<file path="src/ssvf_queue.sv">
// ----------------------------------------------------------------------------
// Formatter item queue
// Small register queue with push/full and pop/empty handshakes.
// ----------------------------------------------------------------------------
module ssvf_queue #(
    parameter int  DEPTH = 2,
    parameter type T     = logic
) (
    input  logic i_clk,
    input  logic i_rst_n,
    input  logic i_push,
    input  T     i_data,
    output logic o_full,
    input  logic i_pop,
    output T     o_data,
    output logic o_empty
);

    localparam int AW = (DEPTH > 1) ? $clog2(DEPTH) : 1;
    localparam int CW = $clog2(DEPTH + 1);

    T               r_mem [DEPTH];
    logic [AW-1:0]  r_wr_ptr;
    logic [AW-1:0]  r_rd_ptr;
    logic [CW-1:0]  r_count;
    logic           do_push;
    logic           do_pop;

    assign o_full  = (r_count == CW'(DEPTH));
    assign o_empty = (r_count == '0);
    assign do_push = i_push && !o_full;
    assign do_pop  = i_pop && !o_empty;
    assign o_data  = r_mem[r_rd_ptr];

    always_ff @(posedge i_clk) begin
        if (do_push) begin
            r_mem[r_wr_ptr] <= i_data;
        end
    end

    always_ff @(posedge i_clk) begin
        if (!i_rst_n) begin
            r_wr_ptr <= '0;
            r_rd_ptr <= '0;
            r_count  <= '0;
        end else begin
            if (do_push) begin
                r_wr_ptr <= (r_wr_ptr == AW'(DEPTH - 1)) ? '0 : r_wr_ptr + 1'b1;
            end
            if (do_pop) begin
                r_rd_ptr <= (r_rd_ptr == AW'(DEPTH - 1)) ? '0 : r_rd_ptr + 1'b1;
            end
            unique case ({do_push, do_pop})
                2'b10:   r_count <= r_count + 1'b1;
                2'b01:   r_count <= r_count - 1'b1;
                default: r_count <= r_count;
            endcase
        end
    end

endmodule

</file>
<file path="config.mk">
export PLATFORM = sky130hd
export DESIGN_NAME = ssvf_queue
export DESIGN_NICKNAME = d
export VERILOG_FILES = /design/src/ssvf_queue.sv
export SDC_FILE = /design/constraint.sdc
export NUM_CORES = 1
export LEC_CHECK = 0
export ABC_AREA = 1
export BUFFER_PORTS_ARGS = -buffer_cell sky130_fd_sc_hd__buf_2
export CAP_MARGIN = 0
export CORE_AREA = 2 2 39 41
export CTS_CLUSTER_SIZE = 30
export DETAILED_ROUTE_END_ITERATION = 16
export DIE_AREA = 0 0 41 43
export GPL_TIMING_DRIVEN = 0
export HOLD_SLACK_MARGIN = 0.05
export PLACE_DENSITY_LB_ADDON = 0.1
export SLEW_MARGIN = 25
export SYNTH_ARGS = -nofsm -noshare
export SYNTH_HDL_FRONTEND = slang
export SYNTH_SLANG_ARGS = --single-unit
export TNS_END_PERCENT = 10
</file>
<file path="constraint.sdc">
create_clock -name i_clk -period 1.4 [get_ports i_clk]
set_clock_uncertainty 0.15 [all_clocks]
set_input_delay 0.28 -clock i_clk [delete_from_list [all_inputs] [get_ports i_clk]]
set_output_delay 0.28 -clock i_clk [all_outputs]
set_load 0.02 [all_outputs]
</file>
Yosys cells after proc, flatten, opt, wreduce, memory -nomap -nowiden
Memory sizes are Yosys's and may differ from the RTL's. A register that Yosys moved wholly into a read port is not among the register bits.
Index checks and enable logic that the tools add are counted.
Operators by class
  add/sub/neg operators: 4
  equality and inequality tests: 3
  reductions and logical operators: 6
  muxes and demuxes: 7
Operators with widths (count)
  1-bit 2-to-1 mux: 6
  2-bit == test (second input constant): 2
  2-bit one-hot mux with 2 select lines: 1
  1-bit adder (second input constant): 2
  2-bit by 1-bit adder with 2-bit output (second input constant): 1
  2-bit by 1-bit == test with 1-bit output (second input constant): 1
  1-bit logical AND: 2
  1-bit zero test: 2
  2-bit zero test: 1
  2-bit nonzero test: 1
  2-bit by 1-bit subtractor with 2-bit output (second input constant): 1
Storage, ports and cells
  bits of input ports: 5
  flip-flop bits (word level): 4
  memory bits (writable): 2
  logic and storage cells: 24
  memories: 1
Memories
  r_mem: words 2, bits a word 1, read ports 1, clocked after memory_dff 1, write ports 1, RTL line 22  | T r_mem [DEPTH];

Logic depth before layout (Yosys ltp)
  depth after elaboration: 5
  mapped depth: 10
  depth with buffers taken out: 10

Least setup slack after synthesis
Ideal clock, no wire load.
  kind: reg2reg
  start: register r_count[1]
  end: register r_count[1]
  required time: 1.186 ns
  cell stages (with the launch flop): 11
  path slack: -0.115 ns
  data arrival time: 1.302 ns
  period minus slack after synthesis: 1.515 ns
  path buffers: 0
  cell sequence: dfxtp_1 > inv_1 > nor2_2 > nor2_2 > inv_1 > ha_1 > inv_1 > nand2_1 > nor2_1 > nor2_1 > nor2_1
On the way
  cells in the longest elaborated chain, start to end: 5
Ends and longest elaborated chain
  from (decl): RTL line 25  | logic [CW-1:0] r_count;
  from (signal assigned): RTL line 54  | 2'b10: r_count <= r_count + 1'b1;
  from (signal assigned): RTL line 55  | 2'b01: r_count <= r_count - 1'b1;
  from (signal assigned): RTL line 56  | default: r_count <= r_count;
  2-bit == test (*): RTL line 29  | assign o_full = (r_count == CW'(DEPTH));
  net o_full: RTL line 13  | output logic o_full,
  1-bit zero test (*): RTL line 31  | assign do_push = i_push && !o_full;
  1-bit logical AND (*): RTL line 31
  2-bit by 1-bit == test with 1-bit output or 2-bit == test (tied branches): RTL line 53  | unique case ({do_push, do_pop})
  2-bit one-hot mux with 2 select lines or 2-bit nonzero test (tied branches)
The timed path passes the listed nets; every way through them passes the cells marked *.
A chain may end at the register's enable or synchronous reset.

==> metrics.cfg <==
[pwr]
power_uw=855
p_per_area_nw_per_um2=1780
vdd_drop_max_v=0.000640
switching_share_pct=37.0
p_clk_share_pct=21.5
seqPwrFrac_pct=35.2
switchingPower_uw=317
pwr-share-comb_pct=43.3
p_int_uw=538
leakage_nw=0.227

[timing]
finalHoldViolCount=0
tightestPinTransition_ns=0.136
slew_headroom_pct=90.8
final.setup.tns_ns=-0.0345
setup_ws_ns=-0.0345
rsz0062_at_grt=true
whs_ns=0.0759
slew_viol_final=0
period_needed_ns=1.43
setup_viol=1
fmaxAchievable_mhz=697
min_period_over_period_pct=102

[layout]
final_common_cell=nor2_1
fin_area_sq_um=480
regArea_sq_um=165
layout.cells.non_filler=71
final_cell_mix=nor2_1 (9), nand2_1 (7), buf_2 (5)
fillerInstances=157
layout-drive-gt1-share_pct=45.5
diodes=0
nets=62
multi_input_area_sq_um=173
finish.utilization_pct=34.7
synthToLayoutAreaGrowth_pct=43.3

[worst_setup_path]
r2r_end=r_count[1]$_SDFFE_PN0P_
cp.required_ns=0.97
worstSetupEndpointType=primary output
r2r_setup_slack_ns=0.01
crit_fanout=1
path_class=register to primary output
rr_startpoint=r_count[0]$_SDFFE_PN0P_
critPathLaunchType=register
crit_arrival_ns=1.00
ff2ff_path_depth=10

[placement]
placed_area_sq_um=413
dp_hpwl_microns=480
io_buffers=7
pre_cts_slack_ns=-0.0635
gp_congestion=0.664
placed_cells=66

[run_status]
status=complete, but fails checks
violations=setup timing

[yosys]
syn-mean-instance-area_sq_um=7.80
ys_types=15
ys_warn_count=0
synth_mux_area_share_pct=3.36
synthSimpleGateAreaFrac_pct=32.1
synth_compound_area_share_pct=2.99
netlist_area_sq_um=335
synth_cells=43
synth_top_family_by_area=simple AND/OR/NAND/NOR gates
ys_seq_elements=7
synth-xor-area-share_pct=0
synth_nets=49
yosysSeqAreaShare_pct=47.8
synth_fa_ha_area_share_pct=3.73

[clock_tree]
numCtsBuffers=3
cts_tree=built
cts.sinks=7
cts_root_buf=clkbuf_4
clock_latency_ns=0.25
htreeDepth=1
cts_buffer_depth=2
clkTransAtPathRegs_ns=0.05
holdBufCountCts=0

[die]
core-area_sq_um=1380
start_util_pct=24.2
dieArea_sq_um=1760
die_w_microns=41
die-height_microns=43
fp-row-count=14
io-pin-count=8

[global_route]
grtUsageTotal_pct=9.73
antenna_found_initial=0
grt_max_degree=5
grt.overflow.total=0
grt_first_pass_wirelength_mm=1.06
grt_pass1_vias=280

[hold_path]
min_to=r_mem[1]$_DFFE_PP_
hold_path.class=input pin to register
min_delay_path_depth=1
min-delay-start=i_data

[detailed_routing]
vias=280
drt_iter0_drc=3
ant_nets=0
wl_microns=598
firstDrtPassIters=4
drt_drc_violations_left=0
wire_per_inst_microns=8.42
viasPerCell=3.94

[flow_run]
maxCapViolCount=0

layer usage:
layer / up-vias / global-route usage, % / part of all wire [%]
met5: - / 0 / 0
met4: 0 / 8.00 / 1.3
met3: 2 / 6.28 / 3.8
met2: 4 / 13.1 / 44
met1: 118 / 9.94 / 50
li1: 156 / - / -
worst max-delay path by stage:
| stage | startpoint | endpoint | slack (ns) | cells after the start |
|---|---|---|---|---|
| after global placement | r_count[0]$_SDFFE_PN0P_ | r_count[1]$_SDFFE_PN0P_ | -0.07 | 10 |
| final | r_mem[1]$_DFFE_PP_ | o_data | -0.03 | 2 |
| after detailed placement | r_count[0]$_SDFFE_PN0P_ | r_count[1]$_SDFFE_PN0P_ | -0.06 | 10 |
| after global routing | r_count[1]$_SDFFE_PN0P_ | r_count[1]$_SDFFE_PN0P_ | -0.11 | 10 |
| after floorplan | r_count[0]$_SDFFE_PN0P_ | r_count[1]$_SDFFE_PN0P_ | 0.009 | 10 |
| after CTS | r_mem[1]$_DFFE_PP_ | o_data | -0.06 | 2 |
cell usage after synthesis, drive strengths merged:
library cell	instances	area [sq um]
nand2	8	32.5
ha	1	12.5
edfxtp	2	60.1
o21ai	1	5.00
dfxtp	5	100
a21oi	1	5.00
nor2	13	63.8
inv	9	33.8
nand3	1	5.00
mux2	1	11.3
nand4	1	6.26
logic make-up after synthesis:
logic type	Yosys count
fa+ha+maj	1
buf+inv	9
mux	1
simple gates	23
compound gates	2
flops	7
critical path, cell delays in order (launching register included):
cell	delay [ns]
edfxtp_1	0.36
mux2_4	0.27
buf_6	0.13
power by group through the flow:
stage / clock, mW / combinational [mW] / sequential, mW
final: 0.184 / 0.370 / 0.301
after global placement: 0 / 0.303 / 0.295
after global routing: 0.209 / 0.419 / 0.307
after floorplan: 0 / 0.241 / 0.289
after CTS: 0.200 / 0.326 / 0.296
after detailed placement: 0 / 0.305 / 0.295
timing repair:
| item | 4_1_cts | 5_1_grt |
|---|---|---|
| pin swaps | 0 | 5 |
| buffers inserted | 0 | 1 |
| setup endpoints to repair | 4 | 5 |
| gates resized for setup | 5 | 6 |
| cloned | 0 | 0 |
cell type report:
class                           instances  area share, %
Multi-Input combinational cell         27           35.9
Sequential cell                         7           34.4
Timing Repair Buffer                    8           11.5
Inverter                                9           8.59
Clock buffer                            4           5.47
Tap cell                               16           4.17
Note: power is estimated with default switching activity, not from simulation.
