<file path="src/ssvf_pkg.sv">
// ----------------------------------------------------------------------------
// Seven-segment value formatter package
// Shared types, segment codes and the digit font used by the formatter.
// ----------------------------------------------------------------------------
package ssvf_pkg;

    localparam int CMD_W       = 3;
    localparam int MAG_W       = 25;
    localparam int NUM_DIGITS  = 7;
    localparam int NUM_SEGS    = 8;
    localparam int RECIP_W     = 32;
    localparam int DIV10_SHIFT = 35;
    localparam int QUO_W       = MAG_W + RECIP_W - DIV10_SHIFT;

    localparam logic [RECIP_W-1:0] DIV10_RECIP = 32'hcccc_cccd;

    localparam logic [7:0] SEG_BLANK  = 8'hff;
    localparam logic [7:0] SEG_MINUS  = 8'hbf;
    localparam logic [7:0] SEG_POINT  = 8'h7f;
    localparam logic [7:0] LETTER_C   = 8'hc6;
    localparam logic [7:0] LETTER_L   = 8'hc7;
    localparam logic [7:0] LETTER_U   = 8'hc1;
    localparam logic [7:0] LETTER_B   = 8'h83;
    localparam logic [7:0] LETTER_F   = 8'h8e;
    localparam logic [3:0] DIGIT_NINE = 4'd9;

    typedef enum logic [CMD_W-1:0] {
        MODE_TEMP   = 3'd0,
        MODE_DIST   = 3'd1,
        MODE_VOLT   = 3'd2,
        MODE_BRIGHT = 3'd3,
        MODE_FREQ   = 3'd4
    } t_mode;

    typedef struct packed {
        t_mode cmd;
        logic  neg;
        logic  no_echo;
    } t_info;

    typedef struct packed {
        t_info            info;
        logic [MAG_W-1:0] mag;
    } t_item;

    typedef logic [NUM_DIGITS-1:0][3:0] t_digits;
    typedef logic [NUM_SEGS-1:0][7:0]   t_segs;

    function automatic logic [7:0] digit_font(input logic [3:0] d);
        logic [7:0] f;
        unique case (d)
            4'd0:    f = 8'hc0;
            4'd1:    f = 8'hf9;
            4'd2:    f = 8'ha4;
            4'd3:    f = 8'hb0;
            4'd4:    f = 8'h99;
            4'd5:    f = 8'h92;
            4'd6:    f = 8'h82;
            4'd7:    f = 8'hf8;
            4'd8:    f = 8'h80;
            4'd9:    f = 8'h90;
            default: f = SEG_BLANK;
        endcase
        return f;
    endfunction

endpackage

</file>
<file path="src/ssvf_queue.sv">
// ----------------------------------------------------------------------------
// Formatter item queue
// Small register queue with push/full and pop/empty handshakes.
// ----------------------------------------------------------------------------
module ssvf_queue #(
    parameter int  DEPTH = 2,
    parameter type T     = logic
) (
    input  logic i_clk,
    input  logic i_rst_n,
    input  logic i_push,
    input  T     i_data,
    output logic o_full,
    input  logic i_pop,
    output T     o_data,
    output logic o_empty
);

    localparam int AW = (DEPTH > 1) ? $clog2(DEPTH) : 1;
    localparam int CW = $clog2(DEPTH + 1);

    T               r_mem [DEPTH];
    logic [AW-1:0]  r_wr_ptr;
    logic [AW-1:0]  r_rd_ptr;
    logic [CW-1:0]  r_count;
    logic           do_push;
    logic           do_pop;

    assign o_full  = (r_count == CW'(DEPTH));
    assign o_empty = (r_count == '0);
    assign do_push = i_push && !o_full;
    assign do_pop  = i_pop && !o_empty;
    assign o_data  = r_mem[r_rd_ptr];

    always_ff @(posedge i_clk) begin
        if (do_push) begin
            r_mem[r_wr_ptr] <= i_data;
        end
    end

    always_ff @(posedge i_clk) begin
        if (!i_rst_n) begin
            r_wr_ptr <= '0;
            r_rd_ptr <= '0;
            r_count  <= '0;
        end else begin
            if (do_push) begin
                r_wr_ptr <= (r_wr_ptr == AW'(DEPTH - 1)) ? '0 : r_wr_ptr + 1'b1;
            end
            if (do_pop) begin
                r_rd_ptr <= (r_rd_ptr == AW'(DEPTH - 1)) ? '0 : r_rd_ptr + 1'b1;
            end
            unique case ({do_push, do_pop})
                2'b10:   r_count <= r_count + 1'b1;
                2'b01:   r_count <= r_count - 1'b1;
                default: r_count <= r_count;
            endcase
        end
    end

endmodule

</file>
<file path="src/ssvf_front.sv">
// ----------------------------------------------------------------------------
// Formatter front end
// Accepts items, resolves sign and magnitude per mode and queues them.
// ----------------------------------------------------------------------------
module ssvf_front #(
    parameter int DEPTH = 2
) (
    input  logic                        i_clk,
    input  logic                        i_rst_n,
    input  logic                        i_push,
    output logic                        o_full,
    input  logic [ssvf_pkg::CMD_W-1:0]  i_command,
    input  logic signed [ssvf_pkg::MAG_W-1:0] i_value,
    input  logic                        i_no_echo,
    output ssvf_pkg::t_item             o_item,
    output logic                        o_valid,
    input  logic                        i_take
);

    ssvf_pkg::t_item c_item;
    logic            c_neg;
    logic            q_empty;

    always_comb begin
        c_neg = i_value[ssvf_pkg::MAG_W-1]
                && (ssvf_pkg::t_mode'(i_command) == ssvf_pkg::MODE_TEMP);
        c_item.info.cmd     = ssvf_pkg::t_mode'(i_command);
        c_item.info.neg     = c_neg;
        c_item.info.no_echo = i_no_echo;
        c_item.mag          = c_neg ? ssvf_pkg::MAG_W'(-i_value)
                                    : ssvf_pkg::MAG_W'(i_value);
    end

    ssvf_queue #(
        .DEPTH (DEPTH),
        .T     (ssvf_pkg::t_item)
    ) u_in_queue (
        .i_clk   (i_clk),
        .i_rst_n (i_rst_n),
        .i_push  (i_push),
        .i_data  (c_item),
        .o_full  (o_full),
        .i_pop   (i_take),
        .o_data  (o_item),
        .o_empty (q_empty)
    );

    assign o_valid = !q_empty;

endmodule

</file>
<file path="config.mk">
export PLATFORM = sky130hd
export DESIGN_NAME = ssvf_front
export DESIGN_NICKNAME = d
export VERILOG_FILES = /design/src/ssvf_pkg.sv /design/src/ssvf_queue.sv /design/src/ssvf_front.sv
export SDC_FILE = /design/constraint.sdc
export NUM_CORES = 1
export LEC_CHECK = 0
export ABC_CLOCK_PERIOD_IN_PS = 1700
export BUFFER_PORTS_ARGS = -buffer_cell sky130_fd_sc_hd__clkbuf_2
export CAP_MARGIN = 20
export CORE_ASPECT_RATIO = 2
export CORE_UTILIZATION = 35
export CTS_BUF_LIST = sky130_fd_sc_hd__clkbuf_16
export CTS_CLUSTER_SIZE = 20
export DETAILED_ROUTE_END_ITERATION = 8
export GPL_ROUTABILITY_DRIVEN = 0
export PLACE_DENSITY = 0.69
export SYNTH_ARGS = -nofsm -noshare
export SYNTH_HDL_FRONTEND = slang
export SYNTH_HIERARCHICAL = 1
export SYNTH_SLANG_ARGS = --single-unit
</file>
<file path="constraint.sdc">
create_clock -name i_clk -period 1.7 [get_ports i_clk]
set_input_delay 0.085 -clock i_clk [delete_from_list [all_inputs] [get_ports i_clk]]
set_output_delay 0.085 -clock i_clk [all_outputs]
set_load 0.01 [all_outputs]
</file>
### After elaboration in Yosys (flattened, before gate mapping)

Memories as Yosys holds them, arrays and structs flattened. A register that Yosys moved wholly into a read port is not among the register bits.
Cells that the tools add are included.

* mux-type cells: 8
* reduce and logical (&&, ||, !) cells: 8
* equal/unequal tests: 3
* $add $sub $neg: 5

Operator list (number)
* 25-bit 2-to-1 mux: 1
* 25-bit negation: 1
* 1-bit 2-to-1 mux: 6
* 2-bit == test, second input constant: 2
* 2-bit case mux with 2 select lines: 1
* 1-bit logical AND: 3
* 3-bit zero test: 1
* 1-bit adder, second input constant: 2
* 2-bit by 1-bit adder with 2-bit output, second input constant: 1
* 2-bit by 1-bit == test with 1-bit output, second input constant: 1
* 1-bit zero test: 2
* 2-bit zero test: 1
* 2-bit nonzero test: 1
* 2-bit by 1-bit subtractor with 2-bit output, second input constant: 1

* output and inout port bits: 32
* RAM bits: 60
* word-level logic and storage cells: 28
* register bits after elaboration: 4
* memories kept: 1

Memories
* u_in_queue.r_mem: words 2, bits a word 30, read ports 1, clocked after Yosys merged registers in 1, write ports 1, line ssvf_queue.sv:22 `T r_mem [DEPTH];`

### Depth between registers and ports, before layout

* depth in word-level cells: 5
* mapped depth: 6
* gate-level depth less buffers: 6

### Hierarchy

The synthesis kept the hierarchy.

Modules (own cells, without submodules)
* ssvf_queue: instances 1, sequential area each 1901.8 um^2, area an instance 2391.0 um^2, cells an instance 119
* ssvf_front: instances 1, sequential area each 0.0 um^2, area an instance 525.5 um^2, cells an instance 79

### Worst setup path before layout

No wires, ideal clock.

* path kind: flip-flop to flip-flop
* start: register u_in_queue.r_count[0]
* end: memory u_in_queue/r_mem[0][0] (netlist name) (enable)
* cell stages (with the launch flop): 5
* data required time: 1.315 ns
* arrival time: 1.522 ns
* path slack: -0.206 ns
* buffers on the path: 0
* clock period less this slack: 1.906 ns
* cell sequence: dfxtp_1 nand2b_2 inv_2 or3_1 inv_1

* longest elaborated chain between the ends: 5

RTL lines
* start: declaration: line ssvf_queue.sv:25 `logic [CW-1:0] r_count;`
* start signal: assignment: line ssvf_queue.sv:54 `2'b10: r_count <= r_count + 1'b1;`
* start signal: assignment: line ssvf_queue.sv:55 `2'b01: r_count <= r_count - 1'b1;`
* start signal: assignment: line ssvf_queue.sv:56 `default: r_count <= r_count;`
* 2-bit == test: line ssvf_queue.sv:29 `assign o_full = (r_count == CW'(DEPTH));`
* via o_full: line ssvf_front.sv:11 `output logic o_full,`
* 1-bit zero test: line ssvf_queue.sv:31 `assign do_push = i_push && !o_full;`
* 1-bit logical AND: line ssvf_queue.sv:31
* 1-bit 2-to-1 mux: line ssvf_queue.sv:36 `if (do_push) begin`
* 1-bit 2-to-1 mux (implied by the code): line ssvf_queue.sv:37 `r_mem[r_wr_ptr] <= i_data;`
* end: declaration: line ssvf_queue.sv:22

The timed path passes the listed nets, and every way through them passes these cells.

### Final worst setup path

* start: register u_in_queue.r_count[0]
* end: register u_in_queue.r_count[1]

* longest elaborated chain between the ends: 5

RTL lines
* 2-bit zero test (*): line ssvf_queue.sv:30 `assign o_empty = (r_count == '0);`
* 1-bit zero test (*): line ssvf_queue.sv:32 `assign do_pop = i_pop && !o_empty;`
* 1-bit logical AND (*): line ssvf_queue.sv:32
* via u_in_queue.do_pop: line ssvf_queue.sv:27 `logic do_pop;`
* 2-bit by 1-bit == test with 1-bit output / 2-bit == test (equally long branches): line ssvf_queue.sv:53 `unique case ({do_push, do_pop})`
* 2-bit case mux with 2 select lines / 2-bit nonzero test (equally long branches)

Mark *: on every way through the listed nets, which the timed path passes. The rest lies on a longest branch.
A chain may end at the register's enable or synchronous reset.

==> impl_results.md <==
- Layout cells sized above 1: 46.2%
- Area of the mapped netlist: 0.00292 mm^2
- Clock slew at reported path FFs: about 0.05 ns
- Tcrit/Tclk final: 89.4%
- Vias in the first global route: approximately 1,900
- Worst EP arrival: 1.78 ns
- Port Buf Inserts: 64
- Pin count of the biggest net entering global routing: 31
- Nets: about 330
- Area Growth Syn to Fin: 34.6%
- DR pass1 iterations: 4
- Register Area: approximately 0.0019 mm^2
- Warnings, synthesis: 6
- Filler cells: 722
- Cell taking the most area after synthesis: edfxtp_1
- GRT overflow: 0
- Placed instance area: 0.00354 mm^2
- Standard-cell rows: 46
- Final setup vio count: 0
- Maxcap violations: 0
- Starting density of the core: 36.5%
- Count of pins over their slew limit: 0
- Max Buffers Root-to-Sink: 2
- Total routed wirelength: 6150 um
- Setup repair bufs after CTS: 0
- TritonCTS Buffers: 9
- Worst Hold Class: primary input to flop
- Worst vdd ir: between 600 and 700 uV
- P_leak: 1.53 nW
- Outcome: completed
- Core footprint: 0.00800 mm^2
- # IOs: 65
- Most numerous cell in the Yosys netlist: edfxtp_1
- Net Count, Synth: 233
- Yosys top cell area share: 61.8%
- Setup TNS: 0 ns
- Clk_skew: 0.00352 ns
- Post-route ant nets: 0
- Later-pin clock latency in the skew report: 0.33 ns
- WP data required: between 1.5 and 2 ns
- Die height: 131 um
- Detailed Place HPWL: 4370 um
- Post-Syn Area per Cell: roughly 15 um^2
- Ys async rst share: 0%
- Cts hold-fix bufs: 4
- Final hold slack: 0.0159 ns
- CP startpoint kind: flop
- Design area: a little under 0.004 mm^2
- Synth Flop Type: edfxtp_1
- # resized after CTS: 0
- Post-synthesis cell type count: 32
- Synth cell count leaders: edfxtp_1, mux2_2, xnor2_1, xor2_1, nor2_1
- CTS root buf: clkbuf_16
- DR vias: 1,944
- Pwr Density: 1450 mW/mm^2
- Drt wl/cell: 15.6 um
- Full die area: 0.00872 mm^2
- Multi-input logic area: 967 um^2
- Die width: 66.6 um
- Critical path class: flop to flop
- EDFF count, synth: 60
- Crit. End Element: flop
- TritonCTS clock tree: yes
- Reg2reg setup slack: 0.18 ns
- Seq/Total Area, Yosys: between 60% and 70%
- Total GRT Usage: between 10% and 20%
- Main area contributors after synthesis: edfxtp_1, mux2_2, xnor2_1
- H-tree levels: 3
- Iteration-0 DRC Markers: 67
- # clock sinks: 65
- Slew @ Worst Pin: 0.379 ns
- Tmin final: around 1.5 ns
- Initial antenna violation count: 0
- FMAX: 658 MHz
- Post-Synthesis Cells: 198
- Residual DRC count: 0
- N_diodes: 0
- First-pass GRT wire length: between 9000 and 10,000 um
- Final hold vios: 0
- RSZ-0062 raised after global routing: no
- FF+latch count, synth: 65
- Maximum fanout along the worst path: 4
- Number of vias per cell: 4.92
- Slew HR: 74.5%
[stage by stage]
stage               instances  utilization, %  setup slack [ns]  power [mW]
floorplan                 198               -            0.0379        3.01
global placement          375            44.3            -0.117        3.61
detailed placement        375            44.3            -0.150        3.65
CTS                       395            49.1             0.158        5.75
global route              395            49.1            0.0653        5.90
finish                    395            49.1             0.180        5.68
[cells in the final DEF (no fill, tap or decap)]
| cell type | synthesis | layout |
|---|---|---|
| xnor2_1 | 13 | 13 |
| nor4_1 | 2 | 2 |
| nand2b_2 | 1 | 1 |
| a21oi_1 | 5 | 5 |
| clkinv_2 | 0 | 1 |
| nor2b_1 | 3 | 3 |
| or4_1 | 4 | 4 |
| mux2_2 | 30 | 30 |
| nand2b_1 | 1 | 1 |
| nor3b_2 | 1 | 1 |
| dlygate4sd3_1 | 0 | 4 |
| o21a_1 | 1 | 1 |
| or3_1 | 3 | 3 |
| nand2_1 | 4 | 4 |
| clkbuf_16 | 0 | 9 |
| edfxtp_1 | 60 | 60 |
| dfxtp_1 | 5 | 5 |
| inv_2 | 1 | 1 |
| and3_2 | 0 | 1 |
| or4_4 | 1 | 1 |
| clkbuf_2 | 0 | 64 |
| nor2_1 | 10 | 10 |
| a31oi_1 | 3 | 3 |
| buf_4 | 0 | 19 |
| o41ai_1 | 4 | 4 |
| ha_1 | 2 | 2 |
| clkinvlp_4 | 0 | 3 |
| a21boi_1 | 2 | 2 |
| and2_1 | 2 | 2 |
| xor2_1 | 12 | 12 |
| buf_12 | 0 | 3 |
| o31ai_1 | 3 | 3 |
| o21ai_0 | 7 | 7 |
| inv_1 | 6 | 5 |
| clkinv_4 | 0 | 1 |
| nor3_1 | 4 | 4 |
| bufinv_16 | 0 | 3 |
| nor3b_1 | 1 | 1 |
| nand3b_1 | 1 | 1 |
[power breakdown]
part | total, mW | switching, mW | internal [mW]
Clock | 2.09 | 0.663 | 1.43
Combinational | 1.47 | 0.759 | 0.716
Sequential | 2.11 | 0.0701 | 2.04
Total | 5.68 | 1.49 | 4.19
[sequential cells by signal (all words and copies together), names as in the netlist, named ones only]
| register | flops |
|---|---|
| u_in_queue/r_wr_ptr | 1 |
| u_in_queue/r_count | 2 |
| u_in_queue/r_rd_ptr | 1 |
| u_in_queue/r_mem | 60 |
[logic make-up (layout without fill, tap and decap cells)]
family                   Yosys count  count (layout)  share of synthesized area (%)
AO/OA/AOI/OAI                     25              25                           5.45
adder cells (fa/ha/maj)            2               2                          0.858
AND/OR/NAND/NOR                   39              39                           7.72
XOR/XNOR                          25              25                           7.51
buffers and inverters             12             113                           1.67
multiplexers                      30              30                           11.6
flip-flops                        65              65                           65.2
[final cells by class]
| type | count | area share [%] |
|---|---|---|
| Timing Repair Buffer | 90 | 14.3 |
| Tap cell | 96 | 3.06 |
| Clock inverter | 7 | 3.03 |
| Multi-Input combinational cell | 121 | 24.6 |
| Sequential cell | 65 | 48.4 |
| Inverter | 7 | 0.765 |
| Clock buffer | 9 | 5.74 |
[critical path: stages, from the launching register on]
cell,delay (ns)
dfxtp_1,0.30
buf_4,0.14
o21a_1,0.20
ha_1,0.32
or3_1,0.35
a21boi_1,0.14
[worst paths after layout]
kind / from / end / depth (start not counted)
setup / recovery: u_in_queue/r_count[0] / u_in_queue/r_count[1] / 5
hold / removal: i_rst_n / u_in_queue/r_count[0] / 2
setup reg to reg: u_in_queue/r_count[0] / u_in_queue/r_count[1] / 5
hold reg to reg: u_in_queue/r_wr_ptr / u_in_queue/r_wr_ptr / 2
[metal layers]
layer / GRT usage [%] / vias up / routed length [um]
met3: 2.08 / 9 / 238
li1: - / 940 / -
met4: 11.3 / 0 / 178
met5: 0 / - / 0
met1: 13.6 / 944 / 2100
met2: 28.9 / 51 / 3630
No activity file was read; power rests on OpenSTA's default activity.
